$ cat config.mk
export PLATFORM = sky130hd
export DESIGN_NAME = modbus_rtu_read_holding_master
export DESIGN_NICKNAME = d
export VERILOG_FILES = /design/src/rtl/mrhm_pkg.sv /design/src/rtl/mrhm_ctrl.sv /design/src/rtl/mrhm_out.sv /design/src/rtl/modbus_rtu_read_holding_master.sv
export SDC_FILE = /design/constraint.sdc
export NUM_CORES = 1
export LEC_CHECK = 0
export ABC_AREA = 0
export BUFFER_PORTS_ARGS = -buffer_cell sky130_fd_sc_hd__buf_2
export CAP_MARGIN = 20
export CELL_PAD_IN_SITES_DETAIL_PLACEMENT = 0
export CELL_PAD_IN_SITES_GLOBAL_PLACEMENT = 2
export CORE_UTILIZATION = 39
export CTS_CLUSTER_DIAMETER = 50
export DETAILED_ROUTE_END_ITERATION = 10
export HOLD_SLACK_MARGIN = 0.06
export PLACE_DENSITY = 0.79
export SYNTH_ARGS = -nofsm -noshare
export SYNTH_HDL_FRONTEND = slang
export SYNTH_SLANG_ARGS = --single-unit
$ cat constraint.sdc
create_clock -name clock -period 5.1 [get_ports clock]
set_input_delay 0.51 -clock clock [delete_from_list [all_inputs] [get_ports clock]]
set_output_delay 0.51 -clock clock [all_outputs]
set_load 0.03 [all_outputs]
$ cat src/rtl/mrhm_pkg.sv
// shared types, codes and the bytewise crc-16 step for the modbus rtu
// read-holding-registers master; no dependencies
package mrhm_pkg;

   // largest register count a single read may ask for
   localparam int MAX_REGISTERS = 125;

   // input op codes
   localparam logic [1:0] OP_START = 2'd0;
   localparam logic [1:0] OP_BYTE  = 2'd1;
   localparam logic [1:0] OP_TICK  = 2'd2;

   // result kinds
   localparam logic [1:0] KIND_REQUEST = 2'd0;
   localparam logic [1:0] KIND_REPLY   = 2'd1;
   localparam logic [1:0] KIND_STATUS  = 2'd2;

   // status codes
   localparam logic [2:0] STAT_OK       = 3'd0;
   localparam logic [2:0] STAT_TOO_BIG  = 3'd1;
   localparam logic [2:0] STAT_TIMEOUT  = 3'd2;
   localparam logic [2:0] STAT_CRC_ERR  = 3'd3;
   localparam logic [2:0] STAT_HDR_ERR  = 3'd4;

   // configuration register indexes
   localparam logic [2:0] CSR_SLAVE_ADDRESS     = 3'd0;
   localparam logic [2:0] CSR_FIRST_REGISTER    = 3'd1;
   localparam logic [2:0] CSR_REGISTER_COUNT    = 3'd2;
   localparam logic [2:0] CSR_RESPONSE_CAPACITY = 3'd3;
   localparam logic [2:0] CSR_TIMEOUT_TICKS     = 3'd4;

   // protocol constants
   localparam logic [7:0]  FUNC_READ_HOLDING = 8'h03;
   localparam logic [15:0] CRC_INIT          = 16'hFFFF;
   localparam logic [15:0] CRC_POLY          = 16'hA001;
   localparam logic [19:0] TICKS_MAX         = 20'hFFFFF;

   // configuration register set
   typedef struct packed {
      logic [7:0]  slave_address;
      logic [15:0] first_register;
      logic [6:0]  register_count;
      logic [7:0]  response_capacity;
      logic [19:0] timeout_ticks;
   } cfg_type;

   // what the output stage has to emit for one accepted item
   typedef enum logic [1:0] {
      JOB_REQUEST      = 2'd0,
      JOB_REPLY        = 2'd1,
      JOB_REPLY_STATUS = 2'd2,
      JOB_STATUS       = 2'd3
   } job_mode_type;

   typedef struct packed {
      job_mode_type mode;
      logic [7:0]   data;
      logic [7:0]   index;
      logic [2:0]   status;
      logic [7:0]   slave_address;
      logic [15:0]  first_register;
      logic [6:0]   register_count;
   } job_type;

   // reflected crc-16 over one byte, lsb first
   function automatic logic [15:0] crc_byte(input logic [15:0] crc, input logic [7:0] b);
      logic [15:0] c;
      c = crc ^ {8'h00, b};
      for (int i = 0; i < 8; i++) begin
         if (c[0]) begin
            c = (c >> 1) ^ CRC_POLY;
         end else begin
            c = c >> 1;
         end
      end
      return c;
   endfunction

endpackage

$ cat src/rtl/mrhm_ctrl.sv
// transaction control: reply tracking, running crc, header check and timeout
// depends on mrhm_pkg
module mrhm_ctrl (
   input  logic             clock,
   input  logic             reset,
   input  logic             accept_i,
   input  logic [1:0]       op_i,
   input  logic [7:0]       rx_byte_i,
   input  mrhm_pkg::cfg_type cfg_i,
   output logic             job_valid_o,
   output mrhm_pkg::job_type job_o
);
   import mrhm_pkg::*;

   logic        waiting_ff, waiting_in;
   logic [15:0] crc_ff, crc_in;
   logic [7:0]  count_ff, count_in;
   logic [7:0]  crc_low_ff, crc_low_in;
   logic        header_good_ff, header_good_in;
   logic [19:0] elapsed_ff, elapsed_in;
   logic [7:0]  frame_ff, frame_in;

   logic [8:0]  expected;
   logic        size_bad;
   logic [8:0]  idx_plus2;
   logic [8:0]  idx_plus1;
   logic [19:0] elapsed_next;

   // expected reply length and capacity check
   assign expected  = 9'd5 + {1'b0, cfg_i.register_count, 1'b0};
   assign size_bad  = (cfg_i.register_count > 7'(MAX_REGISTERS))
                      || ({1'b0, cfg_i.response_capacity} < expected);
   assign idx_plus2 = {1'b0, count_ff} + 9'd2;
   assign idx_plus1 = {1'b0, count_ff} + 9'd1;
   assign elapsed_next = (elapsed_ff < TICKS_MAX) ? elapsed_ff + 20'd1 : elapsed_ff;

   // next state and job for the item being accepted
   always_comb begin
      waiting_in     = waiting_ff;
      crc_in         = crc_ff;
      count_in       = count_ff;
      crc_low_in     = crc_low_ff;
      header_good_in = header_good_ff;
      elapsed_in     = elapsed_ff;
      frame_in       = frame_ff;
      job_valid_o    = 1'b0;
      job_o.mode           = JOB_STATUS;
      job_o.data           = 8'h00;
      job_o.index          = 8'h00;
      job_o.status         = STAT_OK;
      job_o.slave_address  = cfg_i.slave_address;
      job_o.first_register = cfg_i.first_register;
      job_o.register_count = cfg_i.register_count;
      if (accept_i) begin
         case (op_i)
            OP_START: begin
               waiting_in     = 1'b0;
               crc_in         = CRC_INIT;
               count_in       = 8'h00;
               crc_low_in     = 8'h00;
               header_good_in = 1'b1;
               elapsed_in     = 20'h00000;
               frame_in       = 8'h00;
               job_valid_o    = 1'b1;
               if (size_bad) begin
                  job_o.status = STAT_TOO_BIG;
               end else begin
                  job_o.mode = JOB_REQUEST;
                  waiting_in = 1'b1;
                  frame_in   = expected[7:0];
               end
            end
            OP_BYTE: begin
               if (waiting_ff && (count_ff < frame_ff)) begin
                  // header bytes must match address and function code
                  if ((count_ff == 8'd0) && (rx_byte_i != cfg_i.slave_address)) begin
                     header_good_in = 1'b0;
                  end
                  if ((count_ff == 8'd1) && (rx_byte_i != FUNC_READ_HOLDING)) begin
                     header_good_in = 1'b0;
                  end
                  // crc over the body, keep the low crc byte
                  if (idx_plus2 < {1'b0, frame_ff}) begin
                     crc_in = crc_byte(crc_ff, rx_byte_i);
                  end else if (idx_plus2 == {1'b0, frame_ff}) begin
                     crc_low_in = rx_byte_i;
                  end
                  count_in    = idx_plus1[7:0];
                  job_valid_o = 1'b1;
                  job_o.data  = rx_byte_i;
                  job_o.index = count_ff;
                  if (idx_plus1 == {1'b0, frame_ff}) begin
                     job_o.mode = JOB_REPLY_STATUS;
                     waiting_in = 1'b0;
                     if ({rx_byte_i, crc_low_ff} != crc_ff) begin
                        job_o.status = STAT_CRC_ERR;
                     end else if (!header_good_in) begin
                        job_o.status = STAT_HDR_ERR;
                     end else begin
                        job_o.status = STAT_OK;
                     end
                  end else begin
                     job_o.mode = JOB_REPLY;
                  end
               end
            end
            OP_TICK: begin
               if (waiting_ff) begin
                  elapsed_in = elapsed_next;
                  if (elapsed_next >= cfg_i.timeout_ticks) begin
                     waiting_in   = 1'b0;
                     job_valid_o  = 1'b1;
                     job_o.status = STAT_TIMEOUT;
                  end
               end
            end
            default: begin
            end
         endcase
      end
   end

   // transaction state
   always_ff @(posedge clock) begin
      if (reset) begin
         waiting_ff     <= 1'b0;
         crc_ff         <= CRC_INIT;
         count_ff       <= 8'h00;
         crc_low_ff     <= 8'h00;
         header_good_ff <= 1'b1;
         elapsed_ff     <= 20'h00000;
         frame_ff       <= 8'h00;
      end else begin
         waiting_ff     <= waiting_in;
         crc_ff         <= crc_in;
         count_ff       <= count_in;
         crc_low_ff     <= crc_low_in;
         header_good_ff <= header_good_in;
         elapsed_ff     <= elapsed_in;
         frame_ff       <= frame_in;
      end
   end

endmodule

$ cat src/rtl/mrhm_out.sv
// result register and emitter: plays out request frames byte by byte with
// the request crc built one byte per handoff; depends on mrhm_pkg
module mrhm_out (
   input  logic              clock,
   input  logic              reset,
   input  logic              load_i,
   input  logic              job_valid_i,
   input  mrhm_pkg::job_type job_i,
   output logic              free_o,
   output logic              rsp_valid,
   input  logic              rsp_ready,
   output logic [1:0]        rsp_kind,
   output logic [7:0]        rsp_data_byte,
   output logic [7:0]        rsp_byte_index,
   output logic [2:0]        rsp_status,
   output logic              rsp_last
);
   import mrhm_pkg::*;

   logic        valid_ff, valid_in;
   job_type     job_ff, job_in;
   logic [2:0]  pos_ff, pos_in;
   logic [15:0] crc_ff, crc_in;
   logic        handoff;

   // result fields for the current position
   always_comb begin
      rsp_kind       = KIND_STATUS;
      rsp_data_byte  = 8'h00;
      rsp_byte_index = 8'h00;
      rsp_status     = STAT_OK;
      rsp_last       = 1'b1;
      case (job_ff.mode)
         JOB_REQUEST: begin
            rsp_kind       = KIND_REQUEST;
            rsp_byte_index = {5'd0, pos_ff};
            rsp_last       = (pos_ff == 3'd7);
            case (pos_ff)
               3'd0:    rsp_data_byte = job_ff.slave_address;
               3'd1:    rsp_data_byte = FUNC_READ_HOLDING;
               3'd2:    rsp_data_byte = job_ff.first_register[15:8];
               3'd3:    rsp_data_byte = job_ff.first_register[7:0];
               3'd4:    rsp_data_byte = 8'h00;
               3'd5:    rsp_data_byte = {1'b0, job_ff.register_count};
               3'd6:    rsp_data_byte = crc_ff[7:0];
               default: rsp_data_byte = crc_ff[15:8];
            endcase
         end
         JOB_REPLY: begin
            rsp_kind       = KIND_REPLY;
            rsp_data_byte  = job_ff.data;
            rsp_byte_index = job_ff.index;
         end
         JOB_REPLY_STATUS: begin
            if (pos_ff == 3'd0) begin
               rsp_kind       = KIND_REPLY;
               rsp_data_byte  = job_ff.data;
               rsp_byte_index = job_ff.index;
               rsp_last       = 1'b0;
            end else begin
               rsp_status = job_ff.status;
            end
         end
         default: begin
            rsp_status = job_ff.status;
         end
      endcase
   end

   assign rsp_valid = valid_ff;
   assign handoff   = valid_ff & rsp_ready;
   assign free_o    = !valid_ff || (rsp_ready && rsp_last);

   // load a new job or step through the current one
   always_comb begin
      valid_in = valid_ff;
      job_in   = job_ff;
      pos_in   = pos_ff;
      crc_in   = crc_ff;
      if (load_i) begin
         valid_in = job_valid_i;
         job_in   = job_i;
         pos_in   = 3'd0;
         crc_in   = CRC_INIT;
      end else if (handoff) begin
         if (rsp_last) begin
            valid_in = 1'b0;
         end else begin
            pos_in = pos_ff + 3'd1;
            if ((job_ff.mode == JOB_REQUEST) && (pos_ff < 3'd6)) begin
               crc_in = crc_byte(crc_ff, rsp_data_byte);
            end
         end
      end
   end

   // control registers
   always_ff @(posedge clock) begin
      if (reset) begin
         valid_ff <= 1'b0;
         pos_ff   <= 3'd0;
         crc_ff   <= CRC_INIT;
      end else begin
         valid_ff <= valid_in;
         pos_ff   <= pos_in;
         crc_ff   <= crc_in;
      end
   end

   // payload register
   always_ff @(posedge clock) begin
      job_ff <= job_in;
   end

endmodule

$ cat src/rtl/modbus_rtu_read_holding_master.sv
// modbus rtu read-holding-registers master: takes one item per cycle while
// free; its first result is valid the cycle after it is taken. a start item
// gives eight request bytes (a status if too big), one per handoff, and holds
// off later items until the last is taken; others give at most two results.
// reset is synchronous and active high: idle, registers at their defaults.
module modbus_rtu_read_holding_master (
   input  logic        clock,
   input  logic        reset,
   input  logic        req_valid,
   output logic        req_ready,
   input  logic [1:0]  req_op,
   input  logic [7:0]  req_rx_byte,
   output logic        rsp_valid,
   input  logic        rsp_ready,
   output logic [1:0]  rsp_kind,
   output logic [7:0]  rsp_data_byte,
   output logic [7:0]  rsp_byte_index,
   output logic [2:0]  rsp_status,
   output logic        rsp_last,
   input  logic        csr_we,
   input  logic [2:0]  csr_index,
   input  logic [19:0] csr_wdata
);
   import mrhm_pkg::*;

   cfg_type cfg_ff, cfg_in;
   job_type job;
   logic    job_valid;
   logic    accept;
   logic    free;

   assign req_ready = free;
   assign accept    = req_valid & free;

   // configuration register writes
   always_comb begin
      cfg_in = cfg_ff;
      if (csr_we) begin
         unique case (csr_index)
            CSR_SLAVE_ADDRESS:     cfg_in.slave_address     = csr_wdata[7:0];
            CSR_FIRST_REGISTER:    cfg_in.first_register    = csr_wdata[15:0];
            CSR_REGISTER_COUNT:    cfg_in.register_count    = csr_wdata[6:0];
            CSR_RESPONSE_CAPACITY: cfg_in.response_capacity = csr_wdata[7:0];
            CSR_TIMEOUT_TICKS:     cfg_in.timeout_ticks     = csr_wdata;
            default: begin
            end
         endcase
      end
   end

   always_ff @(posedge clock) begin
      if (reset) begin
         cfg_ff.slave_address     <= 8'd1;
         cfg_ff.first_register    <= 16'd0;
         cfg_ff.register_count    <= 7'd1;
         cfg_ff.response_capacity <= 8'd255;
         cfg_ff.timeout_ticks     <= 20'd1000;
      end else begin
         cfg_ff <= cfg_in;
      end
   end

   // transaction tracking
   mrhm_ctrl u_ctrl (
      .clock       (clock),
      .reset       (reset),
      .accept_i    (accept),
      .op_i        (req_op),
      .rx_byte_i   (req_rx_byte),
      .cfg_i       (cfg_ff),
      .job_valid_o (job_valid),
      .job_o       (job)
   );

   // result emitter
   mrhm_out u_out (
      .clock          (clock),
      .reset          (reset),
      .load_i         (accept),
      .job_valid_i    (job_valid),
      .job_i          (job),
      .free_o         (free),
      .rsp_valid      (rsp_valid),
      .rsp_ready      (rsp_ready),
      .rsp_kind       (rsp_kind),
      .rsp_data_byte  (rsp_data_byte),
      .rsp_byte_index (rsp_byte_index),
      .rsp_status     (rsp_status),
      .rsp_last       (rsp_last)
   );

endmodule
# Yosys cells after proc, flatten, opt, wreduce, memory -nomap -nowiden
# Index checks and enable logic that the tools add are counted.
# Widths: inputs -> output; s select.
# word_totals
latch_bits	0
mem_bits_rw	0
romBits	0
inputBits	38
mem_count	0
out_inout_bits	24
ff_bits	193
# classes
n_reduce_logical	35
div	0
n_addsub	5
bitwise	21
shift	0
magnitude_cmp	7
n_mul	0
eq_ne	27
n_mux	127
# op_table
operator	n
$mux 16	74
$mux 8	7
$pmux 8 s7	1
$not 2->3	16
$pmux 8 s3	2
$mux 20	2
$pmux 20 s2	1
$pmux 16 s2	1
$pmux 8 s2	2
$xor 16x8->16	2
$mux 21	1
$add 20x1->20 const B	1
$ge 20x20->1	1
$lt 20x20->1 const B	1
$mux 1	19
$eq 9x8->1	2
$reduce_and 2->1	9
$ne 16x16->1	1
$eq 3x3->1 const B	5
$mux 3	5
$eq 3x2->1 const B	4
$ne 2x1->1 const B	5
$add 3x8->9 const A	1
$add 8x1->9 const B	1
35 further kinds	58

# Logic depth before layout (Yosys ltp)
# Gate-level depths: netlist (run 1).
# logic_depth
depth_word	48
mapped_depth	18

# Hierarchy
# Synthesis (run 1) repeated with hierarchy kept, for this count alone.
# unflattened
cells_unflattened	1200
area_unflattened_um2	11069.4
# modules_own_cells
module	n_inst	area_per_inst_um2	cells_each
mrhm_ctrl	1	5377.7	692
mrhm_out	1	3260.6	276
modbus_rtu_read_holding_master	1	2431.1	232

# Least setup slack after synthesis (run 1)
# OpenSTA, ideal clock, no wires.
# synth_timing
kind	flip-flop to flip-flop
start	register u_out.pos_ff[0]
end	register u_ctrl.crc_ff[7]
t_required_ns	4.980
path_stages_with_launch	14
period_less_slack_ns	3.946
t_arrival_ns	3.826
setup_ns	0.120
path_slack_ns	1.154
path_cell_list	dfxtp_1 > inv_1 > ha_1 > buf_6 > nand2b_1 > a211oi_1 > o21ai_1 > nand2_1 > inv_2 > nand2_1 > o22ai_1 > nand2_1 > buf_2 > a211o_1
# synth_via
elab_chain_cells	7
elab_cells_between_ends	8
# synth_lines
item	line_no	source
from (decl)	mrhm_out.sv:22	logic [2:0] pos_ff, pos_in;
from (signal assigned)	mrhm_out.sv:105	pos_ff <= pos_in;
$logic_not 3->1	mrhm_out.sv:55	if (pos_ff == 3'd0) begin
$mux 1	mrhm_out.sv:55	
$pmux 1 s2 *	mrhm_out.sv:33	case (job_ff.mode)
$logic_and 1x1->1 *	mrhm_out.sv:72	assign free_o = !valid_ff || (rsp_ready && rsp_last);
$logic_or 1x1->1 *	mrhm_out.sv:72	
named net req_ready	modbus_rtu_read_holding_master.sv:10	output logic req_ready,
$and 1x1->1 *	modbus_rtu_read_holding_master.sv:33	assign accept = req_valid & free;
named net accept	modbus_rtu_read_holding_master.sv:29	logic accept;
$reduce_and 4->1 (no line) *	--	
to (signal assigned)	mrhm_ctrl.sv:135	crc_ff <= crc_in;
to (decl)	mrhm_ctrl.sv:16	logic [15:0] crc_ff, crc_in;
# The timed path passes the listed nets; every way through them passes the cells marked *.
# A chain may end at the register's enable or synchronous reset.

# Final worst setup path (run 1)
# layout_timing
start	register u_ctrl.elapsed_ff[8]
end	register u_out.valid_ff (netlist: u_out.rsp_valid)
# layout_via
elab_chain_cells	7
elab_cells_between_ends	8
# layout_lines
item	line_no	source
from (decl)	mrhm_ctrl.sv:20	logic [19:0] elapsed_ff, elapsed_in;
from (signal assigned)	mrhm_ctrl.sv:139	elapsed_ff <= elapsed_in;
$add 20x1->20 / $lt 20x20->1 (equally long branches)	mrhm_ctrl.sv:35	assign elapsed_next = (elapsed_ff < TICKS_MAX) ? elapsed_ff + 20'd1 : elapsed_ff;
$mux 20 *	mrhm_ctrl.sv:35	
$ge 20x20->1 *	mrhm_ctrl.sv:110	if (elapsed_next >= cfg_i.timeout_ticks) begin
$mux 1 *	mrhm_ctrl.sv:110	
$mux 1 *	mrhm_ctrl.sv:108	if (waiting_ff) begin
$pmux 1 s3 *	mrhm_ctrl.sv:55	case (op_i)
$mux 1 *	mrhm_out.sv:80	if (load_i) begin
to (signal assigned)	mrhm_out.sv:104	valid_ff <= valid_in;
to (decl)	mrhm_out.sv:20	logic valid_ff, valid_in;
# Mark *: on every way between the ends. The rest lies on a longest branch, timed or not.

==> results of run 1 <==
[state kept, by name (all words and copies together) (netlist names)]
| signal | flops |
|---|---|
| cfg_ff | 59 |
| u_out.job_ff | 52 |
| u_ctrl.elapsed_ff | 20 |
| u_ctrl.crc_ff | 16 |
| u_out.crc_ff | 16 |
| u_ctrl.count_ff | 8 |
| u_ctrl.crc_low_ff | 8 |
| u_ctrl.frame_ff | 8 |
| u_out.pos_ff | 3 |
| u_ctrl.header_good_ff | 1 |
| u_ctrl.waiting_ff | 1 |
| u_out.rsp_valid | 1 |
[worst paths after layout]
path                              from              end  slack [ns]  cells past startpoint
hold reg to reg             cfg_ff[36]  u_out.job_ff[8]        0.42                      0
hold / removal           csr_wdata[17]       cfg_ff[17]        0.31                      3
setup reg to reg  u_ctrl.elapsed_ff[8]  u_out.rsp_valid        1.03                     15
setup / recovery  u_ctrl.elapsed_ff[8]  u_out.rsp_valid        1.03                     15
[cell usage in the layout, fill, tap and decap left out, drive strengths merged, types with 16 or more instances in the layout]
| cell type | n |
|---|---|
| o21ai | 36 |
| buf | 74 |
| nand3 | 29 |
| ha | 59 |
| inv | 53 |
| dfxtp | 141 |
| nand2 | 186 |
| a21oi | 84 |
| clkbuf | 20 |
| a22oi | 21 |
| xor2 | 48 |
| a21o | 16 |
| edfxtp | 52 |
| mux2i | 29 |
| xnor2 | 54 |
| nand3b | 18 |
| and2 | 33 |
| o211ai | 16 |
| nor3 | 23 |
| nor2 | 62 |
[worst max-delay path, stage by stage, from the launching register on]
cell and delay [ns]:
dfxtp_1 0.34, and4_1 0.23, and3_1 0.26, and3_1 0.23, nor3_1 0.53, nand4_1 0.30, nor3_1 0.30, xor2_1 0.22
ha_1 0.28, a21o_1 0.17, a21oi_1 0.13, o21ai_0 0.12, nor3_1 0.19, a21oi_1 0.19, a311oi_1 0.32, o22ai_1 0.12
[synth_stat cells, drive strengths merged (4+ instances only)]
master | count | share of area, %
o21ai | 36 | 2.0
mux2i | 29 | 2.8
buf | 9 | 0.68
a22o | 5 | 0.42
or3 | 9 | 0.54
xnor2 | 54 | 4.9
a21oi | 84 | 4.0
nand2 | 186 | 6.7
ha | 59 | 7.1
o211ai | 16 | 1.2
a211o | 4 | 0.33
a21o | 16 | 1.1
xor2 | 48 | 4.2
nor2b | 8 | 0.55
o311a | 4 | 0.38
and3 | 15 | 0.94
nand2b | 13 | 0.78
nor2 | 62 | 2.2
inv | 47 | 1.7
nand3b | 18 | 1.3
nand3 | 29 | 1.4
nor3 | 23 | 1.1
edfxtp | 52 | 15
nand4 | 10 | 0.60
a31oi | 4 | 0.24
or2 | 4 | 0.24
o21bai | 8 | 0.57
a211oi | 4 | 0.29
a22oi | 21 | 1.6
clkbuf | 61 | 2.3
nor4 | 8 | 0.54
o21a | 6 | 0.43
and2 | 33 | 2.0
dfxtp | 141 | 27
[layout make-up]
cell class              instances  share of cell area, %
multi-input cells             848                   48.2
flip-flops and latches        193                   37.8
clock buffers                  20                   3.95
repair buffers                 74                   3.63
well taps                     335                   3.61
inverters                      47                   1.52
clock inverters                12                   1.23
diodes                          1                 0.0216
[kinds of logic (layout without fill, tap and decap cells)]
| family | Yosys count | after routing |
|---|---|---|
| adder cells (fa/ha/maj) | 59 | 59 |
| multiplexers | 32 | 32 |
| AND/OR/NAND/NOR | 427 | 427 |
| buffers and inverters | 117 | 153 |
| flip-flops | 193 | 193 |
| other | 0 | 1 |
| XOR/XNOR | 104 | 104 |
| AO/OA/AOI/OAI | 226 | 226 |
[per-layer routing]
layer / up-vias / global-route usage (%)
met1: 3763 / 27.1
met3: 23 / 3.38
li1: 4051 / -
met4: 2 / 4.96
met2: 105 / 32.8
met5: - / 0
[where the power goes]
part / internal (W) / total (W) / leakage (nW) / switching [W]
logic: 0.000134 / 0.000353 / 2.86 / 0.000219
registers: 0.00161 / 0.00163 / 1.66 / 0.0000246
clock network: 0.000726 / 0.00138 / 0.291 / 0.000649
total: 0.00247 / 0.00336 / 4.82 / 0.000893
[per-stage QoR]
step / setup slack, ns / cell area [sq um] / power [W] / hold slack (ns)
finish: 1.03 / 11600 / 0.00336 / 0.306
CTS: 0.983 / 11600 / 0.00341 / 0.286
global placement: 1.12 / 10900 / 0.00203 / 0.414
detailed placement: 1.01 / 11000 / 0.00203 / 0.416
floorplan: 1.15 / 10500 / 0.00192 / 0.408
global route: 0.626 / 11600 / 0.00350 / 0.298
==> flow_metrics.tcl, run 1 <==
set metrics [dict create \
    clk_latency_ns 0.44 \
    place.gp.congestion 0.785 \
    wl_met2_microns 12200 \
    grt_setup_unrepaired "false" \
    root_buffer "clkbuf_16" \
    ys_seq_elements 193 \
    final_layout_size_suffix_gt1_share_pct 11.1 \
    wl_met1_microns 13100 \
    place_hpwl_microns 19100 \
    synth_xor_area_share_pct 9.48 \
    finalNetCount 1278 \
    synthMuxAreaShare_pct 3.13 \
    initial_core_util_pct 39.9 \
    min_period_ns 4.07 \
    cts_sinks 193 \
    cts_buffers 17 \
    fin_util_pct 44.2 \
    row_count 59 \
    synth_cells 1158 \
    synth_edf_count 52 \
    die_y_microns 166 \
    yosysUniqueCellTypes 73 \
    coreArea_sq_um 26200 \
    setup-tns-final_ns 0 \
    vias_per_cell 5.19 \
    multi_input_area_sq_um 5590 \
    peakVddDrop_mv 0.182 \
    clock.fmax_mhz 246 \
    hold_path.class "in2reg" \
    synth-async-reset-ratio_pct 0 \
    period_share_pct 79.7 \
    endpoint_kind "register" \
    synth_ff_type "dfxtp_1" \
    drv_cap 0 \
    grt_overflow 0 \
    ys_seq_area_share_pct 41.9 \
    drc_errors 10 \
    drt-total-wl_microns 26400 \
    worstSetupStartpointType "register" \
    numPortBuffers 61 \
    fp.dieArea_sq_um 27500 \
    grt_max_degree 91 \
    p_per_area_nw_per_um2 290 \
    wl_met3_microns 687 \
    crit_fanout 7 \
    cts_resized 0 \
    stdcell_count 1530 \
    cts_tree "yes" \
    status "finished with violations" \
    drt_iter0_drc 533 \
    drt-pass1-iter-count 8 \
    syn_to_final_growth_pct 10.8 \
    critPathArrivalTime_ns 4.34 \
    synth_fa_ha_area_share_pct 7.06 \
    hold_buffers 0 \
    syn_area_sq_um 10500 \
    synthesis.nets 1255 \
    io_pins 62 \
    die_w_microns 166 \
    path_class "reg2reg" \
    dp_cells 1496 \
    cp.required_ns 5.37 \
    fillCellCount 2581 \
    violations "DRC" \
    yosys.area_share.simple_pct 19.6 \
    top_layer_used "met5" \
    ff_latch_area_sq_um 4380 \
    path_clk_slew_ns 0.08 \
    wl_per_cell_microns 17.3 \
    antenna_found_initial 2 \
    syn_avg_cell_area_sq_um 9.04 \
    h-tree-depth 4 \
    post-cts-setup-buffers 0 \
    yosysWarnings 0 \
    vias 7944 \
    synth_top_family_by_area "simple AND/OR/NAND/NOR gates" \
    grt_pass1_wl_microns 43300 \
    power_leakage_nw 4.82 \
    drtAntennaViolNets 0 \
    skew_ns 0.0163 \
    grt_pass1_vias 7840 \
    clock_path_buffers 2 \
    max-slew-margin-rel_pct 36.0 \
    finalHoldViolations 0 \
    grtUsageTotal_pct 19.9 \
    synth_compound_area_share_pct 14.1 \
    tightest_slew_ns 0.960 \
    setup_viol 0 \
    slew_violations 0 \
]
No activity file was read; power rests on OpenSTA's default activity.
==> run 2: changes to the inputs <==
==> constraint.sdc (replaced) <==
create_clock -name clock -period 3.9 [get_ports clock]
set_input_delay 0.39 -clock clock [delete_from_list [all_inputs] [get_ports clock]]
set_output_delay 0.39 -clock clock [all_outputs]
set_load 0.03 [all_outputs]
==> flow_metrics.tcl, run 2 (synthesis gave the netlist of run 1 again) <==
set metrics [dict create \
    path_clk_slew_ns 0.08 \
    worstSetupStartpointType "register" \
    fin_util_pct 44.5 \
    layout_common_cells "186 x nand2_1, 141 x dfxtp_1, 84 x a21oi_1" \
    final_common_cell "nand2_1" \
    multi_input_area_sq_um 5600 \
    root_buffer "clkbuf_16" \
    endpoint_kind "register" \
    clk_latency_ns 0.44 \
    path_class "reg2reg" \
    grtUsageTotal_pct 19.9 \
    slew_violations 0 \
    p_int_w 0.00316 \
    die_y_microns 166 \
    die_w_microns 166 \
    seq_power_share_pct 49.2 \
    peakVddDrop_mv 0.251 \
    drt-total-wl_microns 26800 \
    h-tree-depth 4 \
    largest_reg_flops 59 \
    status "finished with violations" \
    drt_iter0_drc 487 \
    setup-tns-final_ns 0 \
    stdcell_count 1543 \
    critPathArrivalTime_ns 3.88 \
    min_period_ns 3.59 \
    skew_ns 0.0188 \
    row_count 59 \
    tightest_slew_ns 0.999 \
    grt_pass1_wl_microns 43000 \
    io_pins 62 \
    cts_tree "yes" \
    cp.required_ns 4.19 \
    drc_errors 8 \
    largest-register "cfg_ff" \
    clock.fmax_mhz 279 \
    hold_path.class "in2reg" \
    finalHoldViolations 0 \
    vias_per_cell 5.19 \
    final_layout_size_suffix_gt1_share_pct 12.3 \
    violations "DRC" \
    cts_buffers 17 \
    wl_per_cell_microns 17.4 \
    fp.dieArea_sq_um 27500 \
    ff_latch_area_sq_um 4380 \
    period_share_pct 92.0 \
    dp_cells 1510 \
    antenna_found_initial 0 \
    clock_path_buffers 2 \
    place.gp.congestion 0.772 \
    reg_top3 "cfg_ff x59, u_out.job_ff x52, u_ctrl.elapsed_ff x20" \
    power_leakage_nw 4.88 \
    power_switching_w 0.00118 \
    antenna_cells 0 \
    drv_cap 0 \
    hold_buffers 0 \
    crit_fanout 7 \
    finalNetCount 1292 \
    grt_setup_unrepaired "false" \
    cts_sinks 193 \
    numPortBuffers 61 \
    initial_core_util_pct 39.9 \
    max-slew-margin-rel_pct 33.2 \
    switching_share_pct 27.3 \
    syn_to_final_growth_pct 11.5 \
    clock_power_share_pct 40.0 \
    vias 8001 \
    coreArea_sq_um 26200 \
    grt_max_degree 83 \
    drtAntennaViolNets 0 \
    fillCellCount 2588 \
    slowest_delay_ns 0.34 \
    grt_overflow 0 \
    setup_viol 0 \
    grt_pass1_vias 7661 \
    cp_slowest_cell "dfxtp_1" \
    cp_cell_sequence "and4_1 -> and3_1 -> and4_1 -> nor3_1 -> and3_1 -> nand3_1 -> xnor2_1 -> ha_1 -> a21o_1 -> a21o_1 -> a21oi_1 -> o21ai_0 -> nor3_1 -> a21oi_1 -> a311oi_1 -> o22ai_1" \
    pwr-share-comb_pct 10.8 \
    p_per_area_nw_per_um2 372 \
    drt-pass1-iter-count 8 \
    holdWs_ns 0.181 \
    place_hpwl_microns 19300 \
]
run 2: routing by layer:
layer  global-route usage (%)  routed length, microns  vias to the layer above
li1                         -                       -                     4080
met2                     33.0                   12600                       89
met1                     27.7                   13400                     3819
met4                     4.39                     168                        0
met5                        0                       0                        -
met3                     2.55                     623                       13
run 2: path summary, 6_finish.rpt:
path / from / end / slack [ns] / depth (start not counted)
worst max-delay path: u_ctrl.elapsed_ff[9] / u_out.rsp_valid / 0.31 / 16
worst min-delay path: csr_wdata[19] / cfg_ff[19] / 0.18 / 3
worst max register to register: u_ctrl.elapsed_ff[9] / u_out.rsp_valid / 0.31 / 16
worst min register to register: cfg_ff[35] / u_out.job_ff[7] / 0.43 / 0
run 2: layout make-up:
type / instances / share of cell area (%)
clock inverter: 13 / 1.18
tap: 335 / 3.59
clock buffer: 19 / 3.80
inverter: 47 / 1.53
sequential: 193 / 37.6
timing repair buffer: 88 / 4.37
multi-input combinational: 848 / 48.0
run 2: timing repair:
| action | in CTS | in global routing |
|---|---|---|
| setup endpoints to repair | 0 | 2 |
| buffers inserted | 0 | 1 |
| gates resized for setup | 0 | 1 |
run 2: power groups by stage:
stage | Clock [W] | Combinational [W] | Sequential (W)
2_1_floorplan | 0 | 0.000337 | 0.00217
3_3_place_gp | 0 | 0.000472 | 0.00218
3_5_place_dp | 0 | 0.000472 | 0.00218
4_1_cts | 0.00178 | 0.000474 | 0.00214
5_1_grt | 0.00186 | 0.000513 | 0.00214
6_report | 0.00174 | 0.000469 | 0.00214
run 2: worst max-delay path, delay by kind of cell (launching register included):
kind                       cells  cell delay [ns]
AOI/OAI and AO/OA              7             1.18
xor gates and xnor gates       1             0.20
DFF                            1             0.34
and+or+nand+nor                7             1.43
adders and majority gates      1             0.27
run 2: per-stage QoR:
step                setup slack, ns  area (sq um)  power (W)
floorplan                     0.206         10500    0.00251
global placement              0.291         11100    0.00265
detailed placement            0.246         11100    0.00266
CTS                           0.205         11700    0.00440
global route                 0.0211         11700    0.00451
finish                        0.310         11700    0.00434
